[src/rtl/core/swm_pkg.sv]
`default_nettype none

package swm_pkg;

    localparam int SWM_WINDOW_MAX   = 64;
    localparam int SWM_SAMPLE_WIDTH = 16;
    localparam int SWM_CFG_WIDTH    = 7;
    localparam logic [SWM_CFG_WIDTH-1:0] SWM_WINDOW_RESET = 7'd3;

    // what every cell does on this clock edge
    typedef struct packed {
        logic insert;
        logic prune;
        logic clear;
        logic delete_en;
    } t_cell_ctl;

    // handed from a cell to its right-hand neighbour, describes the
    // compacted entry at this position (after removal of the oldest sample)
    typedef struct packed {
        logic del_seen;
        logic le;
        logic valid;
    } t_cell_link;

endpackage

`default_nettype wire

[src/rtl/core/swm_cell.sv]
`default_nettype none

module swm_cell import swm_pkg::*; #(
    parameter int SAMPLE_WIDTH = SWM_SAMPLE_WIDTH,
    parameter int AGE_WIDTH    = $clog2(SWM_WINDOW_MAX)
) (
    input  logic                           i_clk,
    input  logic                           i_rst_n,
    input  t_cell_ctl                      i_ctl,
    input  logic [AGE_WIDTH-1:0]           i_del_age,
    input  logic signed [SAMPLE_WIDTH-1:0] i_sample,
    input  t_cell_link                     i_left_link,
    input  logic signed [SAMPLE_WIDTH-1:0] i_left_value,
    input  logic [AGE_WIDTH-1:0]           i_left_age,
    input  logic signed [SAMPLE_WIDTH-1:0] i_right_value,
    input  logic [AGE_WIDTH-1:0]           i_right_age,
    input  logic                           i_right_valid,
    input  logic                           i_right_le,
    output logic signed [SAMPLE_WIDTH-1:0] o_value,
    output logic [AGE_WIDTH-1:0]           o_age,
    output logic                           o_valid,
    output logic                           o_le,
    output t_cell_link                     o_link,
    output logic signed [SAMPLE_WIDTH-1:0] o_c_value,
    output logic [AGE_WIDTH-1:0]           o_c_age
);

    logic signed [SAMPLE_WIDTH-1:0] r_value;
    logic [AGE_WIDTH-1:0]           r_age;
    logic                           r_valid;
    logic signed [SAMPLE_WIDTH-1:0] n_value;
    logic [AGE_WIDTH-1:0]           n_age;
    logic                           n_valid;
    logic                           w_del;

    assign o_value = r_value;
    assign o_age   = r_age;
    assign o_valid = r_valid;
    assign o_le    = r_valid && (r_value <= i_sample);

    // oldest sample leaves, everything to its right moves one place left
    assign w_del           = i_ctl.delete_en && r_valid && (r_age == i_del_age);
    assign o_link.del_seen = i_left_link.del_seen || w_del;
    assign o_link.le       = o_link.del_seen ? i_right_le : o_le;
    assign o_link.valid    = o_link.del_seen ? i_right_valid : r_valid;
    assign o_c_value       = o_link.del_seen ? i_right_value : r_value;
    assign o_c_age         = o_link.del_seen ? i_right_age : r_age;

    always_comb begin
        n_value = r_value;
        n_age   = r_age;
        n_valid = r_valid;
        if (i_ctl.insert) begin
            if (o_link.le) begin
                n_value = o_c_value;
                n_age   = o_c_age + AGE_WIDTH'(1);
                n_valid = 1'b1;
            end else if (i_left_link.le) begin
                // new sample lands here
                n_value = i_sample;
                n_age   = '0;
                n_valid = 1'b1;
            end else begin
                n_value = i_left_value;
                n_age   = i_left_age + AGE_WIDTH'(1);
                n_valid = i_left_link.valid;
            end
        end else if (i_ctl.prune) begin
            n_value = o_c_value;
            n_age   = o_c_age;
            n_valid = o_link.valid;
        end
        if (i_ctl.clear) begin
            n_valid = 1'b0;
        end
    end

    always_ff @(posedge i_clk) begin
        if (!i_rst_n) begin
            r_valid <= 1'b0;
        end else begin
            r_valid <= n_valid;
        end
    end

    always_ff @(posedge i_clk) begin
        r_value <= n_value;
        r_age   <= n_age;
    end

endmodule

`default_nettype wire

[config.mk]
export PLATFORM = sky130hd
export DESIGN_NAME = swm_cell
export DESIGN_NICKNAME = d
export VERILOG_FILES = /design/src/rtl/core/swm_pkg.sv /design/src/rtl/core/swm_cell.sv
export SDC_FILE = /design/constraint.sdc
export NUM_CORES = 1
export LEC_CHECK = 0
export ABC_AREA = 1
export BUFFER_PORTS_ARGS = -buffer_cell sky130_fd_sc_hd__buf_2
export CAP_MARGIN = 0
export CELL_PAD_IN_SITES_DETAIL_PLACEMENT = 0
export CELL_PAD_IN_SITES_GLOBAL_PLACEMENT = 1
export CORE_MARGIN = 10
export CORE_UTILIZATION = 28
export CTS_BUF_LIST = sky130_fd_sc_hd__clkbuf_16
export DETAILED_ROUTE_END_ITERATION = 10
export PLACE_DENSITY_LB_ADDON = 0.1
export SYNTH_ARGS = -nofsm -noshare
export SYNTH_HDL_FRONTEND = slang
export SYNTH_SLANG_ARGS = --single-unit
[constraint.sdc]
create_clock -name i_clk -period 2.35 [get_ports i_clk]
set_input_delay 0.5875 -clock i_clk [delete_from_list [all_inputs] [get_ports i_clk]]
set_output_delay 0.5875 -clock i_clk [all_outputs]
set_load 0.005 [all_outputs]
* After elaboration in Yosys (flattened, before gate mapping) *
Index checks and enable logic that the tools add are counted.

word-level totals
  output and inout bits = 49
  bits of input ports = 77
  flip-flop bits (word level) = 23

operators by class
  reductions and logical operators = 6
  bitwise gates (word level) = 1
  multiplexer cells = 16
  equality and inequality tests = 1
  add/subtract/negate cells = 2
  order comparisons = 1

operators with widths
  cell                 count
  $mux 16              5
  $mux 6               5
  $le 16x16->1         1
  $add 6x1->6 const B  2
  $eq 6x6->1           1
  $mux 1               6
  $logic_and 1x1->1    3
  $reduce_bool 2->1    1
  $reduce_or 2->1      1
  $logic_or 1x1->1     1
  $not 1->1            1

* Depth between registers and ports, before layout *
Gate-level depths: netlist of run 1.

  depth after elaboration = 7
  depth in mapped cells = 20
  mapped depth without buffers = 19

* Least setup slack after synthesis of run 1 *
Ideal clock, no wire load.

  path type = input-to-reg
  start = in i_sample[15]
  end = reg r_value[11] (netlist: o_value[11]), data pin
  setup time = 0.259 ns
  required time = 2.091 ns
  arrival time = 2.150 ns
  cell stages on the path = 16
  setup slack = -0.059 ns
  path buffers = 1
  cell sequence = inv_1 > ha_1 > nand2_1 > nor2_1 > nand2_1 > nand2_1 > nor2_1 > a21oi_1 > nand2_1 > nand3_2 > nand2_4 > nor2_4 > inv_2 > buf_6 > nand2_2 > o21ai_2

RTL lines
  item                  line            text
  from (decl)           swm_cell.sv:11  input logic signed [SAMPLE_WIDTH-1:0] i_sample,
  to (signal assigned)  swm_cell.sv:87  r_value <= n_value;
  to (decl)             swm_cell.sv:28  logic signed [SAMPLE_WIDTH-1:0] r_value;

==> results of run 1 <==
==> repair_timing <==
item | 4_1_cts | 5_1_grt
pin swaps | 28 | 25
setup endpoints to repair | 28 | 48
setup buffers | 34 | 12
gates cloned | 2 | 0
endpoints found under the hold margin | 0 | 0
resized for setup | 43 | 98
==> cell families after synthesis <==
family	after synthesis	share of synthesized area (%)
AOI/OAI and AO/OA	53	13.8
xor gates and xnor gates	3	1.09
adders and majority gates	18	9.34
buffers and inverters	55	9.91
DFF	23	28.2
muxes	1	0.415
and+or+nand+nor	206	37.2
==> worst max-delay path: stages <==
cell and delay (ns):
buf_2 0.08, inv_1 0.07, ha_4 0.27, nand2_1 0.06
nor2_2 0.14, buf_4 0.12, nor3b_4 0.17, a21oi_2 0.05
nand2_1 0.08, nand3_2 0.10, nand2_4 0.10, buf_6 0.09
==> metal layers <==
layer  vias to the layer above  part of all wire, %  global-route usage, %
met5                         -                    0                      0
met4                         0                 0.90                   2.54
met3                         6                  5.2                   3.59
met2                        69                   49                   24.2
met1                      1377                   45                   17.6
li1                       1625                    -                      -
==> metrics by stage <==
step	std cells	hold slack, ns	util [%]	cell area, µm²	setup WS, ns
3_5_place_dp	645	0.614	44.9	3730	-0.297
5_1_grt	697	0.591	57.6	4780	-0.289
2_1_floorplan	359	0.508	-	2500	0.000659
4_1_cts	685	0.572	51.5	4270	-0.161
6_report	698	0.576	57.7	4780	-0.159
3_3_place_gp	645	0.600	44.9	3730	-0.291
==> power groups by stage <==
stage	Clock (mW)	Combinational, mW	Sequential [mW]
floorplan	0	0.376	0.571
global placement	0	0.783	0.564
finish	0.379	1.10	0.558
detailed placement	0	0.785	0.565
CTS	0.393	0.943	0.557
global route	0.407	1.21	0.565
==> how the worst max path moves through the flow <==
stage                     depth (start not counted)     endpoint  slack (ns)          from
after floorplan                                  18  o_value[11]      0.0007   i_sample[3]
after global placement                           17  o_value[10]       -0.29   i_sample[7]
after detailed placement                         17   o_value[1]       -0.30   i_sample[7]
after CTS                                        11    o_link[1]       -0.16   o_value[13]
after global routing                             13    o_link[1]       -0.29  i_sample[14]
final                                            12    o_link[1]       -0.16   i_sample[5]
==> cells in the final DEF (no fill, tap or decap), types with 5 or more instances in the layout <==
| master | count |
|---|---|
| buf_6 | 24 |
| o21ai_0 | 17 |
| nor2_1 | 11 |
| nor2_2 | 5 |
| nand2_2 | 28 |
| o21ai_2 | 18 |
| edfxtp_1 | 22 |
| nand2_1 | 96 |
| inv_4 | 5 |
| buf_4 | 99 |
| inv_1 | 34 |
| nand2_4 | 30 |
| ha_4 | 8 |
| a21oi_1 | 9 |
| ha_1 | 10 |
| buf_2 | 106 |
| buf_12 | 7 |
| nand3_1 | 21 |
==> flip-flops by register name, indices dropped and copies added, names as in the netlist <==
name	flops
o_valid	1
o_value	16
o_age	6
==> area by class of cell <==
cell class	count	area, µm²	share of cell area, %
Antenna cell	1	2.50	0.0523
Clock buffer	3	75.1	1.57
Clock inverter	1	3.75	0.0785
Inverter	44	183	3.82
Multi-Input combinational cell	281	1940	40.5
Sequential cell	23	681	14.2
Tap cell	105	131	2.75
Timing Repair Buffer	240	1770	37.0
==> impl_metrics.json, run 1 <==
{
  "setup_viol": 33,
  "switching_share_pct": 33.8,
  "root_buffer": "clkbuf_16",
  "fin_nets": 688,
  "cts_num_sinks": 23,
  "regToRegSetupSlack_ns": -0.07,
  "syn2layout_area_growth_pct": 98.4,
  "initial_core_util_pct": 29.1,
  "cp-end-kind": "output port",
  "syn_avg_cell_area_um2": 6.72,
  "cp_data_arrival_time_ns": 1.92,
  "p_clk_share_pct": 18.6,
  "die_h_um": 113,
  "pwr_density_cell_mw_per_mm2": 425,
  "synth_edf_count": 22,
  "reg2reg_depth": 16,
  "switching_power_mw": 0.688,
  "fillerInstances": 814,
  "wl_per_cell_um": 14.2,
  "violations": "negative setup slack",
  "seqPwrFrac_pct": 27.4,
  "track_usage_pct": 14.2,
  "grt_pass1_wl_um": 15100,
  "synth_area_leaders": "edfxtp_1, nand2_1, ha_1",
  "tns_ns": -1.51,
  "grt_pass1_vias": 3106,
  "ys.flop_type": "edfxtp_1",
  "h-tree-depth": 1,
  "antenna_found_initial": 1,
  "netlist.area_leader.share_pct": 27.4,
  "drt_first_iter_violations": 87,
  "power_mw": 2.03,
  "hp-start": "i_rst_n",
  "critPathKind": "input port to output port",
  "fin_skew_ns": 0.00523,
  "cts.clk_slew.worst_paths_ns": 0.06,
  "worstSkewPairLatency_ns": 0.26,
  "holdPathEnd": "o_valid",
  "routabilityCongestion": 0.781,
  "finalCritPeriodShare_pct": 107,
  "drcViolationCount": 0,
  "hold_path_depth": 3,
  "dieArea_mm2": 0.0127,
  "drtPass1Iterations": 4,
  "synth_area_mm2": 0.00241,
  "ios": 126,
  "synthesis.instances": 359,
  "irDropWorstVdd_mv": 0.364,
  "combPwrFrac_pct": 53.9,
  "synth_top_cell_by_area": "edfxtp_1",
  "internal_power_mw": 1.35,
  "postRouteAntennaNets": 0,
  "cts_tree": "yes",
  "die_x_um": 113,
  "rsz0062_at_grt": "true",
  "vias": 3077,
  "synth_most_common_cell": "nand2_1",
  "period_needed_ns": 2.51,
  "rr_endpoint": "o_value[5]",
  "cap_violations": 0,
  "final_layout_size_suffix_gt1_share_pct": 60.3,
  "p_leak_nw": 2.56,
  "yosysSeqAreaShare_pct": 28.2,
  "synthArstFlopShare_pct": 0,
  "synth_cell_types": 37,
  "relSlewSlack_pct": 73.9,
  "synth_fp_nets": 454,
  "required_ns": 1.76,
  "crit_path_start_kind": "input port",
  "outcome": "finished, violations left",
  "max_freq_mhz": 399,
  "slew_violations": 0,
  "gr-total-overflow": 0,
  "synth_seq_cells": 23,
  "synth_common_cells": "nand2_1, inv_1, edfxtp_1, nand3_1, o21ai_0",
  "setup_slack_ns": -0.159,
  "hold_path_class": "input port to flop",
  "grt_max_degree": 23,
  "core_mm2": 0.00830,
  "viasPerCell": 4.41,
  "portBuffers": 125,
  "cts_made_buffers": 3,
  "cp_max_fo": 2,
  "reg2reg_from": "o_value[14]",
  "cts_buffer_depth": 2,
  "yosys_warnings": 0,
  "routed_wl_um": 9890,
  "tightest_slew_ns": 0.391,
  "hold_buffers": 0,
  "hold_viol_final": 0,
  "rows": 33,
  "hpwl_um": 7280
}
Power figures use the tool's default switching activity.
==> run 2: changes to the inputs <==
--- a/config.mk
+++ b/config.mk
@@ -14,7 +14,8 @@
 export CORE_UTILIZATION = 28
 export CTS_BUF_LIST = sky130_fd_sc_hd__clkbuf_16
 export DETAILED_ROUTE_END_ITERATION = 10
-export PLACE_DENSITY_LB_ADDON = 0.1
+export HOLD_SLACK_MARGIN = 0.08
+export PLACE_DENSITY_LB_ADDON = 0.2
 export SYNTH_ARGS = -nofsm -noshare
 export SYNTH_HDL_FRONTEND = slang
 export SYNTH_SLANG_ARGS = --single-unit
==> impl_metrics.json, run 2 (synthesis results as in run 1) <==
{
  "routed_wl_um": 9590,
  "core_mm2": 0.00830,
  "p_leak_nw": 2.40,
  "max_freq_mhz": 392,
  "finalHoldWorstSlack_ns": 0.570,
  "drt_first_iter_violations": 85,
  "cp.buffers_inverters": 1,
  "h-tree-depth": 1,
  "cts_num_sinks": 23,
  "cpMostUsedCell": "nand2_2",
  "worst-path-stages": 10,
  "finalCritPeriodShare_pct": 109,
  "cp-endpoint": "o_link[1]",
  "cts_tree": "yes",
  "wl_per_cell_um": 14.3,
  "tightest_slew_ns": 0.305,
  "cp-startpoint": "o_value[8]",
  "viasPerCell": 4.44,
  "reg2reg_depth": 15,
  "cp-end-kind": "output port",
  "required_ns": 1.76,
  "rsz0062_at_grt": "true",
  "routabilityCongestion": 0.803,
  "fin_nets": 662,
  "cpLargestDelayFamily": "simple AND/OR/NAND/NOR gates",
  "setup_viol": 33,
  "dieArea_mm2": 0.0127,
  "tns_ns": -2.26,
  "antenna_found_initial": 0,
  "cts.clk_slew.worst_paths_ns": 0.07,
  "syn2layout_area_growth_pct": 89.1,
  "n_antenna_cell": 0,
  "violations": "negative setup slack",
  "period_needed_ns": 2.55,
  "cap_violations": 0,
  "grt_pass1_wl_um": 14700,
  "reg2reg_from": "o_value[8]",
  "track_usage_pct": 13.7,
  "die_h_um": 113,
  "portBuffers": 125,
  "final_common_cell": "buf_2",
  "crit_path_start_kind": "flop",
  "cpPeakStageDelay_ns": 0.45,
  "largest_reg_flops": 16,
  "slew_violations": 0,
  "hold_path_class": "input port to flop",
  "pwr_density_cell_mw_per_mm2": 430,
  "hpwl_um": 7190,
  "cts_buffer_depth": 2,
  "ios": 126,
  "fin_skew_ns": 0.00231,
  "postRouteAntennaNets": 0,
  "path_cells": "ha_4 -> nand2_2 -> nor2_2 -> nor3b_2 -> nand2_2 -> a21oi_2 -> nand2_2 -> nand3_4 -> nand2_4 -> buf_6",
  "relSlewSlack_pct": 79.7,
  "cp_max_fo": 2,
  "cts_made_buffers": 3,
  "critPathSlowestCell": "edfxtp_1",
  "gr-total-overflow": 0,
  "worstSkewPairLatency_ns": 0.26,
  "rr_endpoint": "o_value[7]",
  "critPathKind": "flop to output port",
  "drtPass1Iterations": 4,
  "setup_slack_ns": -0.204,
  "final_layout_size_suffix_gt1_share_pct": 59.4,
  "root_buffer": "clkbuf_16",
  "drcViolationCount": 0,
  "rows": 33,
  "hold_buffers": 0,
  "grt_max_degree": 32,
  "outcome": "finished, violations left",
  "grt_pass1_vias": 2973,
  "initial_core_util_pct": 29.1,
  "irDropWorstVdd_mv": 0.253,
  "hold_viol_final": 0,
  "vias": 2982,
  "regToRegSetupSlack_ns": -0.10,
  "cp_data_arrival_time_ns": 1.97,
  "die_x_um": 113,
  "final_cell_mix": "buf_2, nand2_1, buf_4"
}
## run 2: report_power, final
part / switching (mW) / internal (mW)
Sequential: 0.0452 / 0.515
Clock: 0.167 / 0.228
Combinational: 0.470 / 0.536
## run 2: final cells by class
cell class / count / area, µm²
Fill cell: 831 / 3740
Tap cell: 105 / 131
Clock buffer: 3 / 75.1
Multi-Input combinational cell: 281 / 1900
Inverter: 44 / 188
Sequential cell: 23 / 681
Timing Repair Buffer: 214 / 1580
Clock inverter: 1 / 3.75
## run 2: metal layers
metal / vias to the layer above / routed length [µm] / track usage (%)
li1: 1574 / - / -
met1: 1340 / 4390 / 17.6
met2: 66 / 4650 / 22.8
met3: 2 / 516 / 3.49
met4: 0 / 34 / 2.03
met5: - / 0 / 0
## run 2: worst reg2reg max path, delay by kind of cell, from the launching register on
| family | cells | cell delay (ns) |
|---|---|---|
| buf+inv | 4 | 0.48 |
| flops | 1 | 0.45 |
| compound gates | 2 | 0.29 |
| simple gates | 8 | 0.80 |
| fa+ha+maj | 1 | 0.29 |
## run 2: how the worst min path moves through the flow
stage / start / endpoint / slack [ns] / depth (start not counted)
3_5_place_dp: o_valid / o_valid / 0.62 / 3
6_report: i_ctl[1] / o_valid / 0.57 / 4
5_1_grt: i_rst_n / o_valid / 0.61 / 3
4_1_cts: i_ctl[1] / o_valid / 0.58 / 4
2_1_floorplan: o_valid / o_valid / 0.51 / 2
3_3_place_gp: o_valid / o_valid / 0.61 / 3
## run 2: metrics by stage
step           std cells  worst slack, ns  util, %  cell area (µm²)  power, mW
2_1_floorplan        359         0.000659        -             2500      0.947
3_5_place_dp         628           -0.269     43.2             3590       1.31
6_report             671           -0.204     54.9             4560       1.96
5_1_grt              671           -0.314     54.9             4560       2.10
4_1_cts              644           -0.180     46.7             3870       1.77
3_3_place_gp         628           -0.231     43.2             3590       1.30
## run 2: what timing repair did
action / in CTS / in global routing
cloned: 2 / 2
gates resized for setup: 25 / 112
pin swaps: 14 / 34
setup endpoints to repair: 27 / 47
buffers inserted: 10 / 25
==> run 3: changes to the inputs <==
--- a/config.mk
+++ b/config.mk
@@ -6,16 +6,17 @@
 export NUM_CORES = 1
 export LEC_CHECK = 0
 export ABC_AREA = 1
+export ABC_CLOCK_PERIOD_IN_PS = 2350
 export BUFFER_PORTS_ARGS = -buffer_cell sky130_fd_sc_hd__buf_2
 export CAP_MARGIN = 0
 export CELL_PAD_IN_SITES_DETAIL_PLACEMENT = 0
-export CELL_PAD_IN_SITES_GLOBAL_PLACEMENT = 1
+export CELL_PAD_IN_SITES_GLOBAL_PLACEMENT = 2
 export CORE_MARGIN = 10
-export CORE_UTILIZATION = 28
+export CORE_UTILIZATION = 21
 export CTS_BUF_LIST = sky130_fd_sc_hd__clkbuf_16
 export DETAILED_ROUTE_END_ITERATION = 10
 export HOLD_SLACK_MARGIN = 0.08
-export PLACE_DENSITY_LB_ADDON = 0.2
+export PLACE_DENSITY = 0.81
 export SYNTH_ARGS = -nofsm -noshare
 export SYNTH_HDL_FRONTEND = slang
 export SYNTH_SLANG_ARGS = --single-unit
==> impl_metrics.json, run 3 (synthesis results as in run 1) <==
{
  "required_ns": 1.76,
  "cts_tree": "yes",
  "final_cell_mix": "buf_4, buf_2, nand2_1",
  "vias": 3207,
  "cp_data_arrival_time_ns": 1.96,
  "tns_ns": -2.05,
  "cpPeakStageDelay_ns": 0.44,
  "h-tree-depth": 1,
  "finalCritPeriodShare_pct": 109,
  "p_leak_nw": 2.70,
  "dieArea_mm2": 0.0162,
  "routed_wl_um": 11100,
  "grt_pass1_wl_um": 17000,
  "track_usage_pct": 12.7,
  "die_h_um": 127,
  "largest_reg_flops": 16,
  "gr-usage-met1_pct": 14.8,
  "drtPass1Iterations": 4,
  "final_common_cell": "buf_4",
  "cp_max_fo": 2,
  "hold_viol_final": 0,
  "cts_buffer_depth": 2,
  "hold_path_class": "input port to flop",
  "outcome": "finished, violations left",
  "initial_core_util_pct": 21.3,
  "max_freq_mhz": 392,
  "busiest_layer": "met2",
  "final_cells": 768,
  "cts.clk_slew.worst_paths_ns": 0.07,
  "root_buffer": "clkbuf_16",
  "path_cells": "ha_4 -> nand2_4 -> nor2_4 -> nor3b_4 -> nand2_2 -> a21oi_2 -> nand2_1 -> nand3_2 -> nand2_4 -> buf_6",
  "critPathKind": "flop to output port",
  "violations": "negative setup slack",
  "grt_max_degree": 23,
  "cp-end-kind": "output port",
  "crit_path_start_kind": "flop",
  "gr-total-overflow": 0,
  "dp_cells": 674,
  "hpwl_um": 7790,
  "critPathSlowestCell": "edfxtp_1",
  "antenna_found_initial": 2,
  "setup_slack_ns": -0.202,
  "drt_first_iter_violations": 67,
  "viasPerCell": 4.18,
  "rsz0062_at_grt": "true",
  "fin_nets": 719,
  "cts_made_buffers": 3,
  "hold_buffers": 0,
  "fin_skew_ns": 0.00452,
  "grt_pass1_vias": 3343,
  "cts_num_sinks": 23,
  "ios": 126,
  "die_x_um": 127,
  "setup_viol": 29,
  "tightest_slew_ns": 0.950,
  "routabilityCongestion": 0.836,
  "slew_violations": 0,
  "final_layout_size_suffix_gt1_share_pct": 65.7,
  "worstSkewPairLatency_ns": 0.26,
  "use_met3_pct": 2.73,
  "portBuffers": 125,
  "wl_per_cell_um": 14.5,
  "syn2layout_area_growth_pct": 116,
  "relSlewSlack_pct": 36.6,
  "postRouteAntennaNets": 0,
  "period_needed_ns": 2.55,
  "drcViolationCount": 0,
  "core_mm2": 0.0113,
  "irDropWorstVdd_mv": 0.293,
  "pwr_density_cell_mw_per_mm2": 425,
  "dp_slack_ns": -0.392,
  "cpMostUsedCell": "nand2_4",
  "cap_violations": 0,
  "rows": 39,
  "met2_usage_pct": 23.3
}
run 3: worst max-delay path: cells and delay by family (launching register included):
family / cells / cell delay [ns]
adder cells (fa/ha/maj): 1 / 0.31
AO/OA/AOI/OAI: 1 / 0.15
flip-flops: 1 / 0.44
AND/OR/NAND/NOR: 7 / 0.69
buffers and inverters: 1 / 0.11
run 3: cell type report:
class                      count  area, µm²
antenna                        2       5.00
fill                        1141       6120
inverter                      44        185
timing repair buffer         271       2010
tap                          143        179
multi-input combinational    281       2050
sequential                    23        681
clock buffer                   3       75.1
clock inverter                 1       5.00
run 3: where the power goes:
group | internal, mW | total, mW | switching (mW) | leakage (nW)
clock network | 0.230 | 0.391 | 0.161 | 0.0409
logic | 0.701 | 1.25 | 0.551 | 2.42
registers | 0.516 | 0.566 | 0.0496 | 0.239
run 3: final timing paths:
kind / start / endpoint / slack (ns) / cells past startpoint
max: o_value[9] / o_link[1] / -0.20 / 10
min: i_ctl[1] / o_valid / 0.56 / 4
max reg2reg: o_value[9] / o_value[9] / -0.11 / 15
min reg2reg: o_valid / o_valid / 0.67 / 3
run 3: per-stage QoR:
| step | hold slack [ns] | utilization, % | cell area (µm²) | power, mW |
|---|---|---|---|---|
| 6_report | 0.564 | 45.9 | 5200 | 2.21 |
| 5_1_grt | 0.583 | 45.9 | 5190 | 2.36 |
| 4_1_cts | 0.555 | 41.0 | 4640 | 2.01 |
| 3_5_place_dp | 0.651 | 32.6 | 3700 | 1.34 |
| 3_3_place_gp | 0.640 | 32.6 | 3700 | 1.34 |
| 2_1_floorplan | 0.508 | - | 2500 | 0.947 |
run 3: metal layers:
metal / vias up / routed length [µm]
met5: - / 0
met2: 55 / 5920
met3: 4 / 457
li1: 1690 / -
met1: 1458 / 4620
met4: 0 / 113
run 3: what timing repair did:
action,CTS,global route
cloned,4,0
endpoints found under the setup margin,36,48
gates resized for setup,72,93
pin swaps,29,37
setup buffers,69,18
